==> src/abtt_pkg.sv <==
// Shared widths, codes and defaults for the array binary tree traversal block.
package abtt_pkg;

   localparam int CAPACITY_DEF   = 64;
   localparam int VALUE_BITS_DEF = 32;

   localparam int KIND_W      = 2;
   localparam int IDX_W       = 6;
   localparam int OUT_W       = 32;
   localparam int ORDER_W     = 2;
   localparam int STATUS_W    = 2;
   localparam int STACK_DEPTH = 6;

   typedef logic [KIND_W-1:0]   kind_type;
   typedef logic [IDX_W-1:0]    idx_type;
   typedef logic [ORDER_W-1:0]  order_type;
   typedef logic [STATUS_W-1:0] status_type;

   localparam kind_type KIND_WRITE  = 2'd0;
   localparam kind_type KIND_DELETE = 2'd1;
   localparam kind_type KIND_WALK   = 2'd2;
   localparam kind_type KIND_NOP    = 2'd3;

   // visit phases use the same codes as the walk orders
   localparam order_type ORDER_PRE      = 2'd0;
   localparam order_type ORDER_IN       = 2'd1;
   localparam order_type ORDER_POST     = 2'd2;
   localparam order_type ORDER_POST_ALT = 2'd3;

   localparam status_type STATUS_OK     = 2'd0;
   localparam status_type STATUS_ABSENT = 2'd1;
   localparam status_type STATUS_RANGE  = 2'd2;

endpackage

==> src/abtt_node_mem.sv <==
// Node value store: single write port, single read port with registered read data.
module abtt_node_mem #(
   parameter int DEPTH = abtt_pkg::CAPACITY_DEF,
   parameter int WIDTH = abtt_pkg::VALUE_BITS_DEF,
   parameter int AW    = $clog2(DEPTH)
) (
   input  logic                    clock,
   input  logic                    wr_en,
   input  logic [AW-1:0]           wr_addr,
   input  logic signed [WIDTH-1:0] wr_data,
   input  logic                    rd_en,
   input  logic [AW-1:0]           rd_addr,
   output logic signed [WIDTH-1:0] rd_data
);

   logic signed [WIDTH-1:0] mem [DEPTH];
   logic signed [WIDTH-1:0] rd_data_ff;

   always_ff @(posedge clock) begin
      if (wr_en) begin
         mem[wr_addr] <= wr_data;
      end
   end

   always_ff @(posedge clock) begin
      if (rd_en) begin
         rd_data_ff <= mem[rd_addr];
      end
   end

   assign rd_data = rd_data_ff;

endmodule

==> src/array_binary_tree_traversal_core.sv <==
// Top level: heap-indexed binary tree store with preorder/inorder/postorder walks.
// Write, delete, out-of-range and empty-walk items: result registered in the cycle after the request is taken.
// Walk: one stack step per cycle while the result path does not stall, three steps
// per visited node; each step updates or pops the top stack entry and may push a child.
// Each visited value is one node store read, held until the next read or the walk's end.
// Reset clears valid bits, stack pointer and handshake state, but not the node store.
module array_binary_tree_traversal_core #(
   parameter int CAPACITY   = abtt_pkg::CAPACITY_DEF,
   parameter int VALUE_BITS = abtt_pkg::VALUE_BITS_DEF
) (
   input  logic                              clock,
   input  logic                              reset,
   input  logic                              req_valid,
   output logic                              req_ready,
   input  logic [abtt_pkg::KIND_W-1:0]       req_kind,
   input  logic [abtt_pkg::IDX_W-1:0]        req_node_index,
   input  logic signed [abtt_pkg::OUT_W-1:0] req_node_value,
   input  logic [abtt_pkg::ORDER_W-1:0]      req_walk_order,
   output logic                              rsp_valid,
   input  logic                              rsp_ready,
   output logic signed [abtt_pkg::OUT_W-1:0] rsp_out_value,
   output logic [abtt_pkg::STATUS_W-1:0]     rsp_status,
   output logic                              rsp_last
);

   localparam int AW     = $clog2(CAPACITY);
   localparam int DEPTH  = abtt_pkg::STACK_DEPTH;
   localparam int STK_AW = $clog2(DEPTH);
   localparam int SP_W   = $clog2(DEPTH + 1);

   localparam logic ST_IDLE = 1'b0;
   localparam logic ST_WALK = 1'b1;

   logic                         state_ff, state_in;
   logic [SP_W-1:0]              sp_ff, sp_in;
   logic                         held_ff, held_in;
   abtt_pkg::order_type          order_ff, order_in;
   logic [CAPACITY-1:0]          valid_ff;

   abtt_pkg::idx_type            stk_node_ff  [DEPTH];
   abtt_pkg::order_type          stk_phase_ff [DEPTH];

   logic                         rsp_valid_ff, rsp_valid_in;
   logic signed [abtt_pkg::OUT_W-1:0] rsp_value_ff;
   abtt_pkg::status_type         rsp_status_ff;
   logic                         rsp_last_ff;

   logic                         rsp_load;
   logic signed [abtt_pkg::OUT_W-1:0] load_value;
   abtt_pkg::status_type         load_status;
   logic                         load_last;

   logic                         slot_free, req_fire, in_range, node_valid;
   logic [AW-1:0]                req_addr;
   logic [STK_AW-1:0]            top_idx;
   abtt_pkg::idx_type            top_node;
   abtt_pkg::order_type          top_phase;
   logic [abtt_pkg::IDX_W:0]     child_l, child_r;
   logic                         present_l, present_r;
   logic                         emit, stall, has_room;

   logic                         mem_we, mem_re;
   logic signed [VALUE_BITS-1:0] mem_wdata, mem_rdata;

   logic                         valid_set, valid_clr, walk_start;
   logic                         top_set, push;
   abtt_pkg::order_type          top_phase_new;
   logic [abtt_pkg::IDX_W:0]     push_node;

   assign req_addr   = req_node_index[AW-1:0];
   assign in_range   = (req_node_index != '0) && (32'(req_node_index) < CAPACITY);
   assign node_valid = valid_ff[req_addr];
   assign mem_wdata  = VALUE_BITS'(req_node_value);

   assign top_idx   = STK_AW'(sp_ff - 1'b1);
   assign top_node  = stk_node_ff[top_idx];
   assign top_phase = stk_phase_ff[top_idx];
   assign child_l   = {top_node, 1'b0};
   assign child_r   = {top_node, 1'b1};
   // children at or beyond capacity count as absent
   assign present_l = (32'(child_l) < CAPACITY) && valid_ff[child_l[AW-1:0]];
   assign present_r = (32'(child_r) < CAPACITY) && valid_ff[child_r[AW-1:0]];
   assign has_room  = (32'(sp_ff) < DEPTH);

   assign slot_free = !rsp_valid_ff || rsp_ready;
   assign req_ready = (state_ff == ST_IDLE) && slot_free;
   assign req_fire  = req_valid && req_ready;
   assign emit      = (top_phase == order_ff);
   // a held value can only move out when the output slot frees up
   assign stall     = emit && held_ff && !slot_free;

   abtt_node_mem #(
      .DEPTH (CAPACITY),
      .WIDTH (VALUE_BITS),
      .AW    (AW)
   ) u_node_mem (
      .clock   (clock),
      .wr_en   (mem_we),
      .wr_addr (req_addr),
      .wr_data (mem_wdata),
      .rd_en   (mem_re),
      .rd_addr (top_node[AW-1:0]),
      .rd_data (mem_rdata)
   );

   always_comb begin
      state_in      = state_ff;
      sp_in         = sp_ff;
      held_in       = held_ff;
      order_in      = order_ff;
      rsp_load      = 1'b0;
      load_value    = '0;
      load_status   = abtt_pkg::STATUS_OK;
      load_last     = 1'b1;
      mem_we        = 1'b0;
      mem_re        = 1'b0;
      valid_set     = 1'b0;
      valid_clr     = 1'b0;
      walk_start    = 1'b0;
      top_set       = 1'b0;
      top_phase_new = abtt_pkg::ORDER_PRE;
      push          = 1'b0;
      push_node     = child_l;
      case (state_ff)
         ST_IDLE: begin
            if (req_fire && (req_kind != abtt_pkg::KIND_NOP)) begin
               if (!in_range) begin
                  rsp_load    = 1'b1;
                  load_status = abtt_pkg::STATUS_RANGE;
               end else begin
                  case (req_kind)
                     abtt_pkg::KIND_WRITE: begin
                        mem_we    = 1'b1;
                        valid_set = 1'b1;
                        rsp_load  = 1'b1;
                     end
                     abtt_pkg::KIND_DELETE: begin
                        rsp_load    = 1'b1;
                        valid_clr   = node_valid;
                        load_status = node_valid ? abtt_pkg::STATUS_OK
                                                 : abtt_pkg::STATUS_ABSENT;
                     end
                     abtt_pkg::KIND_WALK: begin
                        if (!node_valid) begin
                           rsp_load    = 1'b1;
                           load_status = abtt_pkg::STATUS_ABSENT;
                        end else begin
                           walk_start = 1'b1;
                           sp_in      = SP_W'(1);
                           held_in    = 1'b0;
                           state_in   = ST_WALK;
                           order_in   = (req_walk_order == abtt_pkg::ORDER_POST_ALT) ?
                                        abtt_pkg::ORDER_POST : req_walk_order;
                        end
                     end
                     default: begin
                     end
                  endcase
               end
            end
         end
         ST_WALK: begin
            if (sp_ff == '0) begin
               // stack drained: the held value is the final result
               if (slot_free) begin
                  rsp_load   = 1'b1;
                  load_value = 32'(mem_rdata);
                  held_in    = 1'b0;
                  state_in   = ST_IDLE;
               end
            end else if (!stall) begin
               if (emit) begin
                  mem_re  = 1'b1;
                  held_in = 1'b1;
                  if (held_ff) begin
                     rsp_load   = 1'b1;
                     load_value = 32'(mem_rdata);
                     load_last  = 1'b0;
                  end
               end
               case (top_phase)
                  abtt_pkg::ORDER_PRE: begin
                     top_set       = 1'b1;
                     top_phase_new = abtt_pkg::ORDER_IN;
                     push          = present_l && has_room;
                     push_node     = child_l;
                  end
                  abtt_pkg::ORDER_IN: begin
                     top_set       = 1'b1;
                     top_phase_new = abtt_pkg::ORDER_POST;
                     push          = present_r && has_room;
                     push_node     = child_r;
                  end
                  default: begin
                     sp_in = sp_ff - 1'b1;
                  end
               endcase
               if (push) begin
                  sp_in = sp_ff + 1'b1;
               end
            end
         end
         default: begin
            state_in = ST_IDLE;
         end
      endcase
      rsp_valid_in = rsp_load || (rsp_valid_ff && !rsp_ready);
   end

   always_ff @(posedge clock) begin
      if (reset) begin
         state_ff     <= ST_IDLE;
         sp_ff        <= '0;
         held_ff      <= 1'b0;
         order_ff     <= abtt_pkg::ORDER_PRE;
         valid_ff     <= '0;
         rsp_valid_ff <= 1'b0;
      end else begin
         state_ff     <= state_in;
         sp_ff        <= sp_in;
         held_ff      <= held_in;
         order_ff     <= order_in;
         rsp_valid_ff <= rsp_valid_in;
         if (valid_set) begin
            valid_ff[req_addr] <= 1'b1;
         end else if (valid_clr) begin
            valid_ff[req_addr] <= 1'b0;
         end
      end
   end

   always_ff @(posedge clock) begin
      if (rsp_load) begin
         rsp_value_ff  <= load_value;
         rsp_status_ff <= load_status;
         rsp_last_ff   <= load_last;
      end
   end

   always_ff @(posedge clock) begin
      if (walk_start) begin
         stk_node_ff[0]  <= req_node_index;
         stk_phase_ff[0] <= abtt_pkg::ORDER_PRE;
      end else begin
         if (top_set) begin
            stk_phase_ff[top_idx] <= top_phase_new;
         end
         if (push) begin
            stk_node_ff[sp_ff[STK_AW-1:0]]  <= push_node[abtt_pkg::IDX_W-1:0];
            stk_phase_ff[sp_ff[STK_AW-1:0]] <= abtt_pkg::ORDER_PRE;
         end
      end
   end

   assign rsp_valid     = rsp_valid_ff;
   assign rsp_out_value = rsp_value_ff;
   assign rsp_status    = rsp_status_ff;
   assign rsp_last      = rsp_last_ff;

   a_sp_bound: assert property (@(posedge clock) disable iff (reset)
      32'(sp_ff) <= DEPTH)
      else $error("walk stack pointer beyond depth");

   a_idle_empty: assert property (@(posedge clock) disable iff (reset)
      (state_ff == ST_IDLE) |-> (sp_ff == '0) && !held_ff)
      else $error("walk state left behind in idle");

   a_end_held: assert property (@(posedge clock) disable iff (reset)
      (state_ff == ST_WALK) && (sp_ff == '0) |-> held_ff)
      else $error("walk finished with no value to emit");

   a_walk_blocks: assert property (@(posedge clock) disable iff (reset)
      (state_ff == ST_WALK) |-> !req_ready)
      else $error("request taken during walk");

   a_stall_holds: assert property (@(posedge clock) disable iff (reset)
      (state_ff == ST_WALK) && (sp_ff != '0) && stall |=> $stable(sp_ff))
      else $error("stack moved while result path stalled");

endmodule

==> config.mk <==
export PLATFORM = sky130hd
export DESIGN_NAME = array_binary_tree_traversal_core
export DESIGN_NICKNAME = d
export VERILOG_FILES = /design/src/abtt_pkg.sv /design/src/abtt_node_mem.sv /design/src/array_binary_tree_traversal_core.sv
export SDC_FILE = /design/constraint.sdc
export NUM_CORES = 2
export LEC_CHECK = 0
export ABC_AREA = 1
export BUFFER_PORTS_ARGS = -buffer_cell sky130_fd_sc_hd__buf_2
export CAP_MARGIN = 20
export CELL_PAD_IN_SITES_DETAIL_PLACEMENT = 0
export CELL_PAD_IN_SITES_GLOBAL_PLACEMENT = 1
export CORE_MARGIN = 1
export CORE_UTILIZATION = 55
export CTS_CLUSTER_DIAMETER = 40
export DETAILED_ROUTE_END_ITERATION = 8
export PLACE_DENSITY = 0.84
export SETUP_SLACK_MARGIN = 0.02
export SLEW_MARGIN = 0
export SYNTH_ARGS = -nofsm -noshare
export SYNTH_HDL_FRONTEND = slang
export SYNTH_SLANG_ARGS = --single-unit
==> constraint.sdc <==
create_clock -name clock -period 12.9 [get_ports clock]
set_input_delay 3.87 -clock clock [delete_from_list [all_inputs] [get_ports clock]]
set_output_delay 3.87 -clock clock [all_outputs]
set_load 0.1 [all_outputs]
==> results.cfg <==
[outcome]
status = complete, but fails checks
failed_checks = DRC

[yosys]
yosys.area.top_type = edfxtp_1
synth-compound-area-share_pct = 13.7
avgSynthCellArea_um2 = 12.8
synthFlopType = edfxtp_1
synth-async-reset-ratio_pct = 0
ys_top_cells_by_area = edfxtp_1 73%, o21ai_0 6.6%, nor2_1 6.1%, o22ai_1 3.8%, dfxtp_1 1.9%
synth_fa_ha_area_share_pct = 0.0986
yosysMostFrequentCell = edfxtp_1
muxShareOfSynthArea_pct = 0
syn-cell-area_um2 = 88800
synth-seq-cells = 2235
synthXorXnorAreaFrac_pct = 0.0789
ys_seq_area_share_pct = 74.6
syn_inst = 6953
yosys.area_share.simple_pct = 8.12
synth_commonest_cells = 2151 x edfxtp_1, 1448 x nor2_1, 1168 x o21ai_0
synth_top_family_by_area = compound AO/OA/AOI/OAI gates
synth_cell_type_count = 48
yosysWarnings = 0
synth_edf_count = 2151
synth_top_area_share_pct = 72.7

[clocking]
clk_pin_slew_worst_paths_ps = 50
clockBufferDepth = 4
cts_tree = yes
post_cts_buffers = 0
cts.htree.levels = 5
cts_sinks = 2235
cts_made_buffers = 287
postCtsResizedCells = 0
root_buffer = clkbuf_16
cts_hold_buf = 0
clock_latency_ps = 940

[timing]
worstMarginPinSlew_ps = 1150
hold_viol_final = 0
drv_slew = 0
hold_ws_ps = 458
finalSetupViolCount = 0
fin_tns_setup_ps = 0
fin_crit_ps = 8550
rsz0062_at_grt = false
fmax_mhz = 117
fin_skew_ps = 63.2
post-route-period-util_pct = 66.3
max_slew_margin_pct = 23.5

[cells_and_area]
utilization_pct = 63.0
drive_above_1_share_pct = 10.5
syn_to_final_growth_pct = 13.7
final_nets = 7060
final_area_um2 = 101000

[critical_path]
max_stage_delay_ps = 310
critPathArrivalTime_ps = 4680
critical_path_required_ps = 9030
r2r_setup_slack_ps = 5690
crit_chain = buf_2 > nor2_1 > nor2_1 > buf_2
setup.worst_path.end_class = primary output
critPathMaxFanout = 6
reg2reg_depth = 15
critPathKind = input pin to primary output
crit_path_top_delay_cell = nor2_1
crit_path_start_kind = input pin

[route]
vias = 59239
firstDrtPassIters = 8
ant_nets = 0
post_drt_wl_per_cell_um = 27.0
drc = 10
via_per_inst = 6.31
drt-initial-drc-count = 8408
wirelength_mm = 254

[floorplan]
rows = 147
initial_core_util_pct = 55.4
die_w_um = 404
die_area_um2 = 163000
die_h_um = 404
coreArea_um2 = 160000
boundaryPins = 83

[placed_design]
place_area_um2 = 91700
globalplace.congestion = 0.915
portBuffers = 82
dp_hpwl_mm = 132

[power]
ir_drop_uv = 152
p_leak_nw = 32.3
p_per_area_nw_per_um2 = 158

[global_route]
grt.overflow.total = 0
grt_pass1_wl_mm = 368
antenna_found_initial = 17
grtUsageTotal_pct = 30.8
grt_pass1_vias = 55925
grt_max_degree = 231

[run]
maxCapViolCount = 0

[hold_path]
holdPathStages = 2
hp-class = flip-flop to flip-flop
-- cell type report --
type	instances	area, um2
Sequential cell	2235	66300
Clock inverter	160	1700
Fill cell	11763	59400
Antenna cell	7	17.5
Inverter	207	790
Tap cell	2160	2700
Clock buffer	337	7540
Multi-Input combinational cell	4052	20200
Timing Repair Buffer	224	1800
-- flip-flops by register name, indices dropped and copies added (netlist names), named ones only --
signal / flops
u_node_mem.mem: 2048
stk_node_ff: 36
rsp_out_value: 32
u_node_mem.rd_data: 32
stk_phase_ff: 12
sp_ff: 3
order_ff: 2
rsp_status: 2
held_ff: 1
rsp_last: 1
rsp_valid: 1
state_ff: 1
-- cells in the final DEF (no fill, tap or decap), types with 7 or more instances in the layout --
cell type / instances
o21ai_4: 8
o21ai_2: 7
buf_12: 17
clkbuf_16: 293
conb_1: 32
inv_2: 15
nor2_1: 1398
nor3_2: 8
inv_1: 185
o211ai_1: 80
nor2_4: 51
nand4_1: 7
nand2_1: 223
o21ai_0: 1168
clkinvlp_4: 23
o221ai_1: 80
o22ai_1: 546
nand3_1: 115
a21oi_1: 85
o21ai_1: 179
inv_8: 12
clkinv_2: 21
edfxtp_1: 2151
clkbuf_1: 40
nand3_2: 7
clkinv_1: 40
diode_2: 7
inv_6: 26
a22oi_1: 8
clkinv_4: 15
ha_1: 7
nor3_1: 9
buf_2: 80
bufinv_16: 25
dfxtp_1: 84
buf_4: 121
-- critical path, delay by kind of cell --
| kind | cells | cell delay (ps) |
|---|---|---|
| AND/OR/NAND/NOR | 2 | 400 |
| buffers and inverters | 2 | 410 |
-- metal layers --
layer | vias to the layer above | global-route usage [%] | part of all wire [%]
met2 | 3589 | 47.7 | 47
met3 | 526 | 6.42 | 11
met5 | - | 0 | 0.032
met1 | 29192 | 42.4 | 38
met4 | 12 | 13.2 | 4.0
li1 | 25920 | - | -
-- through the flow --
step | power [mW] | cells | setup slack, ps
after global placement | 8.36 | 8863 | 4390
after floorplan | 8.20 | 6984 | 3840
final | 16.0 | 9382 | 4350
after CTS | 16.0 | 9370 | 4360
after detailed placement | 8.37 | 8873 | 4400
after global routing | 16.3 | 9376 | 4310
-- path summary, 6_finish.rpt --
kind / from / end
setup / recovery: rsp_ready / req_ready
hold reg to reg: stk_phase_ff[3][1] / stk_phase_ff[3][1]
setup reg to reg: sp_ff[0] / u_node_mem.rd_data[31]
hold / removal: stk_phase_ff[3][1] / stk_phase_ff[3][1]
-- power breakdown --
| group | internal [mW] | leakage [nW] | switching [mW] |
|---|---|---|---|
| Clock | 4.71 | 4.45 | 3.05 |
| Combinational | 0.0250 | 7.82 | 0.222 |
| Sequential | 7.97 | 20.0 | 0.00459 |
-- cells by family after synthesis --
family / after synthesis
adder cells (fa/ha/maj): 7
buffers and inverters: 697
AND/OR/NAND/NOR: 1832
AO/OA/AOI/OAI: 2176
other: 1
flip-flops: 2235
XOR/XNOR: 5
Power figures use the tool's default switching activity.
